## config.mk

```make
export PLATFORM = sky130hd
export DESIGN_NAME = lcogc_ctrl
export DESIGN_NICKNAME = d
export VERILOG_FILES = /design/src/hdl/lcogc_pkg.sv /design/src/hdl/lcogc_ctrl.sv
export SDC_FILE = /design/constraint.sdc
export NUM_CORES = 1
export LEC_CHECK = 0
export ABC_CLOCK_PERIOD_IN_PS = 3000
export BUFFER_PORTS_ARGS = -buffer_cell sky130_fd_sc_hd__buf_4
export CORE_AREA = 2 2 39 41
export CTS_CLUSTER_SIZE = 12
export DETAILED_ROUTE_END_ITERATION = 8
export DIE_AREA = 0 0 41 43
export MAX_ROUTING_LAYER = met4
export PLACE_DENSITY = 0.74
export SETUP_SLACK_MARGIN = 0.15
export SLEW_MARGIN = 5
export SYNTH_ARGS = -nofsm -noshare
export SYNTH_HDL_FRONTEND = slang
export SYNTH_SLANG_ARGS = --single-unit
```

## constraint.sdc

```tcl
create_clock -name clk -period 3 [get_ports clk]
set_input_delay 0.9 -clock clk [delete_from_list [all_inputs] [get_ports clk]]
set_output_delay 0.9 -clock clk [all_outputs]
set_load 0.005 [all_outputs]
```

## src/hdl/lcogc_pkg.sv

```systemverilog
// ----------------------------------------------------------------------------
// lcogc_pkg
// Shared types and constants of the load-cell offset/gain calibrator: item
// and result payloads, item kinds, status codes, controller commands and
// datapath status.
// ----------------------------------------------------------------------------
`default_nettype none

package lcogc_pkg;

	// defaults
	localparam int          CHANNELS_DEF = 4;
	localparam logic [31:0] SCALE_RESET  = 32'd2147484;
	localparam logic [31:0] MULT_ONE     = 32'h0100_0000;

	// item kinds
	localparam logic [2:0] KIND_SAMPLE    = 3'd0;
	localparam logic [2:0] KIND_ZERO      = 3'd1;
	localparam logic [2:0] KIND_CAL       = 3'd2;
	localparam logic [2:0] KIND_SET_OFF   = 3'd3;
	localparam logic [2:0] KIND_SET_MULT  = 3'd4;
	localparam logic [2:0] KIND_RESET     = 3'd5;
	localparam logic [2:0] KIND_REPORT    = 3'd6;

	// result status codes
	localparam logic [1:0] STATUS_OK       = 2'd0;
	localparam logic [1:0] STATUS_ZERO_CAL = 2'd1;
	localparam logic [1:0] STATUS_SAT      = 2'd2;

	typedef struct packed {
		logic [2:0]         kind;
		logic [1:0]         channel;
		logic signed [23:0] raw_count;
		logic signed [31:0] operand_value;
	} lcogc_in_t;

	typedef struct packed {
		logic [1:0]         out_channel;
		logic signed [31:0] weight;
		logic signed [31:0] offset_now;
		logic signed [31:0] multiplier_now;
		logic [1:0]         status;
	} lcogc_out_t;

	// one strobe per datapath step
	typedef struct packed {
		logic take;
		logic fetch;
		logic mul_raw;
		logic rnd;
		logic sum_off;
		logic gain;
		logic wr_weight;
		logic wr_zero;
		logic mark_zero;
		logic cal_mul;
		logic div_start;
		logic wr_cal;
		logic wr_direct;
		logic commit;
	} lcogc_cmd_t;

	typedef struct packed {
		logic [2:0] kind;
		logic       in_range;
		logic       w_zero;
		logic       div_busy;
		logic       out_free;
	} lcogc_sts_t;

endpackage

`default_nettype wire

```

## src/hdl/lcogc_ctrl.sv

```systemverilog
// ----------------------------------------------------------------------------
// lcogc_ctrl
// Controller: sequences the datapath steps of one item by its kind, waits
// for the divider, and commits when the result register is free.
// ----------------------------------------------------------------------------
`default_nettype none

module lcogc_ctrl
	import lcogc_pkg::*;
(
	input  wire logic       clk,
	input  wire logic       arst_n,
	input  wire logic       in_valid,
	output logic            in_ready,
	input  wire lcogc_sts_t sts,
	output lcogc_cmd_t      cmd
);

	typedef enum logic [3:0] {
		ST_IDLE,
		ST_FETCH,
		ST_MUL_RAW,
		ST_RND,
		ST_SUM,
		ST_GAIN,
		ST_WEIGHT,
		ST_ZERO,
		ST_CAL_MUL,
		ST_DIV_GO,
		ST_DIV_WAIT,
		ST_CAL_WR,
		ST_DIRECT,
		ST_COMMIT
	} state_t;

	state_t state_q;

	// state register
	always_ff @(posedge clk or negedge arst_n) begin
		if (!arst_n) begin
			state_q <= ST_IDLE;
		end else begin
			case (state_q)
				ST_IDLE: begin
					if (in_valid) state_q <= ST_FETCH;
				end
				ST_FETCH: begin
					if (!sts.in_range) begin
						state_q <= ST_COMMIT;
					end else begin
						case (sts.kind)
							KIND_SAMPLE, KIND_ZERO:              state_q <= ST_MUL_RAW;
							KIND_CAL:                            state_q <= ST_CAL_MUL;
							KIND_SET_OFF, KIND_SET_MULT,
							KIND_RESET:                          state_q <= ST_DIRECT;
							default:                             state_q <= ST_COMMIT;
						endcase
					end
				end
				ST_MUL_RAW: state_q <= ST_RND;
				ST_RND: begin
					state_q <= (sts.kind == KIND_ZERO) ? ST_ZERO : ST_SUM;
				end
				ST_SUM:    state_q <= ST_GAIN;
				ST_GAIN:   state_q <= ST_WEIGHT;
				ST_WEIGHT: state_q <= ST_COMMIT;
				ST_ZERO:   state_q <= ST_COMMIT;
				ST_CAL_MUL: begin
					state_q <= sts.w_zero ? ST_COMMIT : ST_DIV_GO;
				end
				ST_DIV_GO: state_q <= ST_DIV_WAIT;
				ST_DIV_WAIT: begin
					if (!sts.div_busy) state_q <= ST_CAL_WR;
				end
				ST_CAL_WR: state_q <= ST_COMMIT;
				ST_DIRECT: state_q <= ST_COMMIT;
				ST_COMMIT: begin
					if (sts.out_free) state_q <= ST_IDLE;
				end
				default: state_q <= ST_IDLE;
			endcase
		end
	end

	// command decode
	always_comb begin
		cmd           = '0;
		in_ready      = (state_q == ST_IDLE);
		cmd.take      = in_ready && in_valid;
		cmd.fetch     = (state_q == ST_FETCH) && sts.in_range;
		cmd.mul_raw   = (state_q == ST_MUL_RAW);
		cmd.rnd       = (state_q == ST_RND);
		cmd.sum_off   = (state_q == ST_SUM);
		cmd.gain      = (state_q == ST_GAIN);
		cmd.wr_weight = (state_q == ST_WEIGHT);
		cmd.wr_zero   = (state_q == ST_ZERO);
		cmd.mark_zero = (state_q == ST_CAL_MUL) && sts.w_zero;
		cmd.cal_mul   = (state_q == ST_CAL_MUL) && !sts.w_zero;
		cmd.div_start = (state_q == ST_DIV_GO);
		cmd.wr_cal    = (state_q == ST_CAL_WR);
		cmd.wr_direct = (state_q == ST_DIRECT);
		cmd.commit    = (state_q == ST_COMMIT) && sts.out_free;
	end

endmodule

`default_nettype wire

```

After elaboration in Yosys (flattened, before gate mapping)
Index checks and enable logic that the tools add are counted.
{ "classes": {"n_eq_ne": 21, "n_mux": 8, "reduce_logical": 12} }
{ "ops": {"columns": ["operator", "count"], "rows": [
  ["$pmux W4 S11", 1],
  ["$eq A4 B4 Y1 const B", 6],
  ["$eq A4 B3 Y1 const B", 4],
  ["$mux W4", 4],
  ["$pmux W4 S3", 1],
  ["$eq A4 B2 Y1 const B", 2],
  ["$eq A3 B2 Y1 const B", 2],
  ["$eq A3 B3 Y1 const B", 2],
  ["$ne A2 B2 Y1 const B", 3],
  ["$logic_and A1 B1 Y1", 5],
  ["$eq A4 B1 Y1 const B", 1],
  ["$logic_not A4 Y1", 1],
  ["$reduce_or A4 Y1", 1],
  ["$eq A3 B1 Y1 const B", 1],
  ["$logic_not A3 Y1", 1],
  ["$mux W3", 1],
  ["$reduce_and A3 Y1", 1],
  ["$reduce_or A3 Y1", 1],
  ["$mux W2", 1],
  ["$reduce_or A2 Y1", 1],
  ["$logic_not A1 Y1", 1]
]} }
{ "totals": {"ff_bits": 4, "input_bits": 10, "word_cells": 42} }

Depth between registers and ports, before layout
Gate-level depths: netlist (run 1).
{ "depth": {"depth_word": 5, "ltp_mapped": 5} }

Worst setup path after synthesis (run 1)
Ideal clock, no wire load.
{ "synth_path": {"path_kind": "input-to-output", "startpoint": "input port sts[2] in the netlist's numbering", "endpoint": "output port cmd[4] in the netlist's numbering", "arrival_time_ns": 1.169, "t_required_ns": 2.100, "setup_slack_ns": 0.931, "path_stages": 1, "path_cell_list": "nor4_1"} }
{ "synth_between": {"elab_chain_len": 2} }
{ "synth_lines": {"columns": ["element", "line", "text"], "rows": [
  ["from (decl)", "lcogc_ctrl.sv:15", "input wire lcogc_sts_t sts,"],
  ["$logic_not A1 Y1", "lcogc_ctrl.sv:98", "cmd.cal_mul = (state_q == ST_CAL_MUL) && !sts.w_zero;"],
  ["$logic_and A1 B1 Y1", "lcogc_ctrl.sv:98", null],
  ["to (decl)", "lcogc_ctrl.sv:16", "output lcogc_cmd_t cmd"]
]} }
Every way passes these cells.

==> results by group, run 1 <==
Outcome
  – Status: complete, no violations

GRT
  – First-pass GRT wire length: 1.759 mm
  – Largest net degree at the start of global routing: 17
  – GRT Overall Usage: 14.67%
  – Total gr overflow: 0
  – Vias in the first global route: 431
  – Initial antenna violation count: 0

Setup path
  – Worst setup EP type: output port
  – Worst EP arrival: 1530 ps
  – Critical path required time: 2100 ps
  – CP Max Fanout: 13
  – Crit path kind: reg2out
  – Startpoint type of the worst setup path: flip-flop

CTS
  – Worst-path clk slew: 40 ps
  – CTS max path bufs: 2
  – Cts hold-fix bufs: 0
  – Post_cts resized: 0
  – CTS tree: built
  – CTS buffer count: 3
  – Clock Sinks: 4
  – Post-CTS setup buffer count: 0
  – Root buf cell: clkbuf_4
  – H-tree depth: 1
  – Skew-Pair Late Insertion Delay: 230 ps

Drt
  – First-pass DRT Iterations: 4
  – Via-per-instance ratio: 5.416
  – Detail Route Antenna Nets: 0
  – Routed len/inst: 11.66 um
  – First DRT Iteration DRCs: 11
  – Final wirelength: 1.178 mm
  – Residual DRC: 0
  – Routed vias: 547

Cells and area
  – Layout cells sized above 1: 32.94%
  – Layout Nets: 97
  – Ant. Diodes: 0
  – Max reg flops: 4
  – Largest reg by FF count: state_q
  – Area delta synth->final: 43.42%
  – Largest registers: state_q (4)

Placement
  – Post-placement setup slack: 701.4 ps
  – Port Buf Inserts: 24
  – HPWL after DPL: 900.2 um
  – GP Congestion: 0.7831

Logic synthesis
  – Register area share after synthesis: 22.41%
  – Syn Area/Cell: 7.204 um^2
  – Synth unique cells: 31
  – Mapped Area: 446.7 um^2
  – Gate Count Post-Synth: 62
  – Synth Register Bits: 4
  – Ys Warns: 0
  – Syn Nets: 72

STA
  – Min Tclk post-route: 2426 ps
  – Clock skew: 4.700 ps
  – Slack of the critical path: 573.9 ps
  – # setup viols final: 0
  – Slew Limit Headroom: 70.41%
  – Worst-Margin Slew: 443.8 ps
  – Unrepaired setup endpoints after global routing: false
  – Pins over their slew limit: 0
  – Setup TNS: 0 ps
  – Hold Fails Final Rpt: 0
  – Max Clk Rate: 0.4122 GHz
  – Period utilisation layout: 80.87%

Run
  – MaxCap Viol Count: 0

Floorplan
  – Core area: 1384 um^2
  – Width of the chip: 41 um
  – Total Die Area: 1763 um^2
  – Initial Util: 32.28%
  – Die height: 43 um
  – FP Rows: 14
  – I/O pin count: 25

Power and ir drop
  – Power per cell area: 821.4 nW/um^2
  – Worst IR Drop VDD: 293.4 uV
  – LEAKAGE: 0.3064 nW
  – Pwr Total: 0.0005262 W

Worst hold path
  – HP Class: in2async
[stage by stage]
stage | std cells | hold WS, ps | cell area [um^2] | utilization, %
global placement | 98 | 695.7 | 618.1 | 44.67
floorplan | 62 | 604.4 | 446.7 | -
finish | 101 | 450.7 | 640.6 | 46.29
CTS | 101 | 448.3 | 640.6 | 46.29
global route | 101 | 438.7 | 640.6 | 46.29
detailed placement | 98 | 696.3 | 618.1 | 44.67
[area by class of cell]
class	count	area, um^2
multi-input combinational	51	306.5
sequential	4	100.1
fill	147	743.2
timing repair buffer	24	180.2
inverter	3	11.26
tap	16	20.02
clock buffer	3	22.52
[per-layer routing]
layer | vias up | global-route usage (%) | share of wire (%)
met5 | - | - | 0
met4 | 0 | 6.000 | 1.6
met3 | 2 | 1.571 | 9.8
met2 | 26 | 22.19 | 45
met1 | 246 | 19.22 | 43
li1 | 273 | - | -
[layout by cell type (no fill, tap or decap), types with 2 or more instances in the layout]
cell       n
buf_4     24
and2_1     2
nor3_1     4
nor2b_1    3
clkbuf_4   3
o21ai_1    2
o21ai_0    2
nor2_1    10
a21oi_1    2
inv_1      3
nand2b_1   4
nand2_1    5
dfrtp_1    4
[cell usage after synthesis]
| cell | n | area, um^2 |
|---|---|---|
| or2b_1 | 1 | 7.510 |
| buf_2 | 2 | 10.01 |
| nor4b_1 | 1 | 8.760 |
| nor3_1 | 4 | 20.02 |
| o32ai_1 | 1 | 8.760 |
| o21ai_1 | 2 | 10.01 |
| o22ai_1 | 1 | 6.260 |
| and4bb_1 | 1 | 12.51 |
| inv_1 | 3 | 11.26 |
| and2b_1 | 1 | 7.510 |
| a22o_1 | 1 | 8.760 |
| a21oi_1 | 2 | 10.01 |
| and3_1 | 1 | 6.260 |
| dfrtp_1 | 4 | 100.1 |
| buf_4 | 1 | 7.510 |
| o21ai_0 | 2 | 10.01 |
| and2_1 | 2 | 12.51 |
| a22oi_1 | 1 | 7.510 |
| nand2b_1 | 4 | 25.02 |
| nand2_1 | 5 | 18.77 |
| nor2b_1 | 3 | 18.77 |
| a221oi_1 | 1 | 8.760 |
| or3b_1 | 1 | 8.760 |
| a221o_1 | 1 | 10.01 |
| nor2_1 | 10 | 37.54 |
| o311ai_1 | 1 | 8.760 |
| nor4_1 | 1 | 6.260 |
| o2bb2ai_1 | 1 | 8.760 |
| buf_6 | 1 | 11.26 |
| nor4_2 | 1 | 12.51 |
| a31oi_1 | 1 | 6.260 |
[logic make-up after synthesis]
family          after synthesis  synth area share, %
simple gates                 36                45.38
compound gates               15                23.25
buf+inv                       7                8.964
flops                         4                22.41
[power breakdown]
part           internal (W)  switching (W)
Clock             0.0000447      0.0000211
Combinational      0.000158       0.000138
Sequential        0.0000794      0.0000857
[critical path, cell delays in order, from the launching register on]
cell      delay (ps)
dfrtp_1          570
nand2b_1         240
nor4b_1          330
buf_4            160
[final timing paths]
kind                            start          to  slack, ps  cells after the start
max                        state_q[3]      cmd[5]        570                      3
min                            arst_n  state_q[0]        450                      1
max reg2reg                state_q[0]  state_q[0]       1510                      4
min reg2reg                state_q[2]  state_q[2]        820                      2
max in group asynchronous      arst_n  state_q[2]       2450                      1
min in group clk           state_q[2]  state_q[2]        820                      2
(Power assumes the default switching activity.)
==> inputs of run 2 (changes only) <==
Settings changed: ABC_CLOCK_PERIOD_IN_PS 3000 to 2500.
Clock period 3 ns to 2.5 ns, I/O delays scaled along.
==> run 2 against run 1 <==
Effect of this change: utilization rose by 0.63 points; non-clock buffer count rose by 1; flip-flop and latch count did not move; sequential share of layout area barely moved; total power rose by 23%; largest power group unchanged; setup slack got worse by 310 ps; sequential power rose by 8%.
==> results by group, run 2 (synthesis results as in run 1) <==
Outcome
  – Status: complete, no violations

Setup path
  – CP Max Fanout: 16 (+3)
  – Startpoint type of the worst setup path: flip-flop
  – Worst setup EP type: output port
  – Crit path cell chain: nor2b_1, and3_1, buf_4
  – Critical path required time: 1750 ps (-350 ps)
  – Crit path kind: reg2out
  – Worst EP arrival: 1480 ps (-50 ps)
  – Slowest stage cell, crit path: dfrtp_1
  – Max incr delay on CP: 620 ps (+50 ps)

CTS
  – Post-CTS setup buffer count: 0 (unchanged)
  – Post_cts resized: 0 (unchanged)
  – Root buf cell: clkbuf_4
  – CTS buffer count: 3 (unchanged)
  – Clock Sinks: 4 (unchanged)
  – H-tree depth: 1 (unchanged)
  – Skew-Pair Late Insertion Delay: 230 ps (about the same)
  – CTS max path bufs: 2 (unchanged)
  – CTS tree: built
  – Cts hold-fix bufs: 0 (unchanged)
  – Worst-path clk slew: 40 ps (about the same)

Drt
  – First-pass DRT Iterations: 4 (unchanged)
  – First DRT Iteration DRCs: 10 (-1)
  – Detail Route Antenna Nets: 0 (unchanged)
  – Residual DRC: 0 (unchanged)
  – Final wirelength: 1.200 mm (+1.9%)
  – Via-per-instance ratio: 5.255 (-3.0%)
  – Routed len/inst: 11.76 um (+0.87%)
  – Routed vias: 536 (-2.0%)

STA
  – Min Tclk post-route: 2235 ps
  – Clock skew: 5.955 ps (+1.255 ps)
  – Max Clk Rate: 0.4474 GHz
  – Slack of the critical path: 265.1 ps (-308.8 ps)
  – Hold Worst Slack: 304.9 ps (-145.8 ps)
  – Unrepaired setup endpoints after global routing: false
  – Period utilisation layout: 89.40%
  – Slew Limit Headroom: 69.07% (-1.3 points)
  – Worst-Margin Slew: 463.9 ps (+20.08 ps)
  – Pins over their slew limit: 0 (unchanged)
  – # setup viols final: 0 (unchanged)
  – Setup TNS: 0 ps (unchanged)
  – Hold Fails Final Rpt: 0 (unchanged)

Placement
  – Post-placement setup slack: 502.5 ps (-198.9 ps)
  – HPWL after DPL: 923.6 um (+2.6%)
  – Port Buf Inserts: 24 (unchanged)
  – GP Congestion: 0.8219 (+5.0%)

GRT
  – Initial antenna violation count: 0 (unchanged)
  – Total gr overflow: 0 (unchanged)
  – Largest net degree at the start of global routing: 17 (unchanged)
  – Vias in the first global route: 436 (+1.2%)
  – GRT Overall Usage: 14.89% (+0.22 points)
  – First-pass GRT wire length: 1.800 mm (+2.3%)

Cells and area
  – Largest reg by FF count: state_q
  – Layout Nets: 98 (+1.0%)
  – Commonest non-fill, non-tap cell in the layout: buf_4
  – Area delta synth->final: 45.38%
  – Largest registers: state_q (4)
  – Ant. Diodes: 0 (unchanged)
  – Max reg flops: 4 (unchanged)
  – Commonest cells after routing, fill and taps aside: 25 x buf_4, 10 x nor2_1, 5 x nand2_1, 4 x nand2b_1, 4 x nor3_1
  – Layout cells sized above 1: 34.88% (+1.9 points)
  – Post-layout util: 46.93% (+0.63 points)

Worst hold path
  – HP Class: in2async

Floorplan
  – Width of the chip: 41 um (unchanged)
  – Total Die Area: 1763 um^2 (unchanged)
  – I/O pin count: 25 (unchanged)
  – Core area: 1384 um^2 (unchanged)
  – FP Rows: 14 (unchanged)
  – Initial Util: 32.28% (unchanged)
  – Die height: 43 um (unchanged)

Power and ir drop
  – Worst IR Drop VDD: 332.9 uV (+13%)
  – LEAKAGE: 0.3104 nW (+1.3%)
  – Power per cell area: 995.9 nW/um^2 (+21%)

Run
  – MaxCap Viol Count: 0 (unchanged)
-- run 2: final cells by class --
type,count,area [um^2]
Fill cell,142,734.5
Timing Repair Buffer,25,187.7
Multi-Input combinational cell,51,306.5
Sequential cell,4,101.3
Inverter,3,11.26
Clock buffer,3,22.52
Tap cell,16,20.02
-- run 2: final timing paths --
check	from	cells past startpoint	slack [ps]	end
min reg2reg	state_q[2]	2	700	state_q[3]
max in group asynchronous	arst_n	1	2080	state_q[3]
max	state_q[0]	3	270	cmd[12]
min in group clk	state_q[2]	2	700	state_q[3]
max reg2reg	state_q[0]	4	990	state_q[0]
min	arst_n	1	300	state_q[1]
-- run 2: metrics by stage --
stage,power (W),cell area (um^2),instances
global placement,0.0005575,625.6,99
floorplan,0.0004395,446.7,62
global route,0.0007109,649.4,102
CTS,0.0006456,648.1,102
finish,0.0006467,649.4,102
detailed placement,0.0005661,625.6,99
-- run 2: worst max-delay path, delay by kind of cell (launching register included) --
kind | cells | cell delay, ps
and+or+nand+nor | 2 | 530
DFF | 1 | 620
buffers and inverters | 1 | 100
-- run 2: power breakdown --
group / total, W / leakage [nW] / internal, W / switching, W
logic: 0.000391 / 0.250 / 0.000200 / 0.000191
clock network: 0.0000766 / 0.0138 / 0.0000534 / 0.0000232
registers: 0.000179 / 0.0461 / 0.0000971 / 0.0000822
total: 0.000647 / 0.310 / 0.000350 / 0.000296
-- run 2: routing by layer --
| layer | wire [um] | GRT usage [%] | part of all wire, % | vias up |
|---|---|---|---|---|
| met1 | 549 | 20.26 | 46 | 240 |
| li1 | - | - | - | 272 |
| met5 | 0 | - | 0 | - |
| met2 | 552 | 21.88 | 46 | 24 |
| met3 | 98 | 4.712 | 8.2 | 0 |
| met4 | 0 | 2.000 | 0 | 0 |
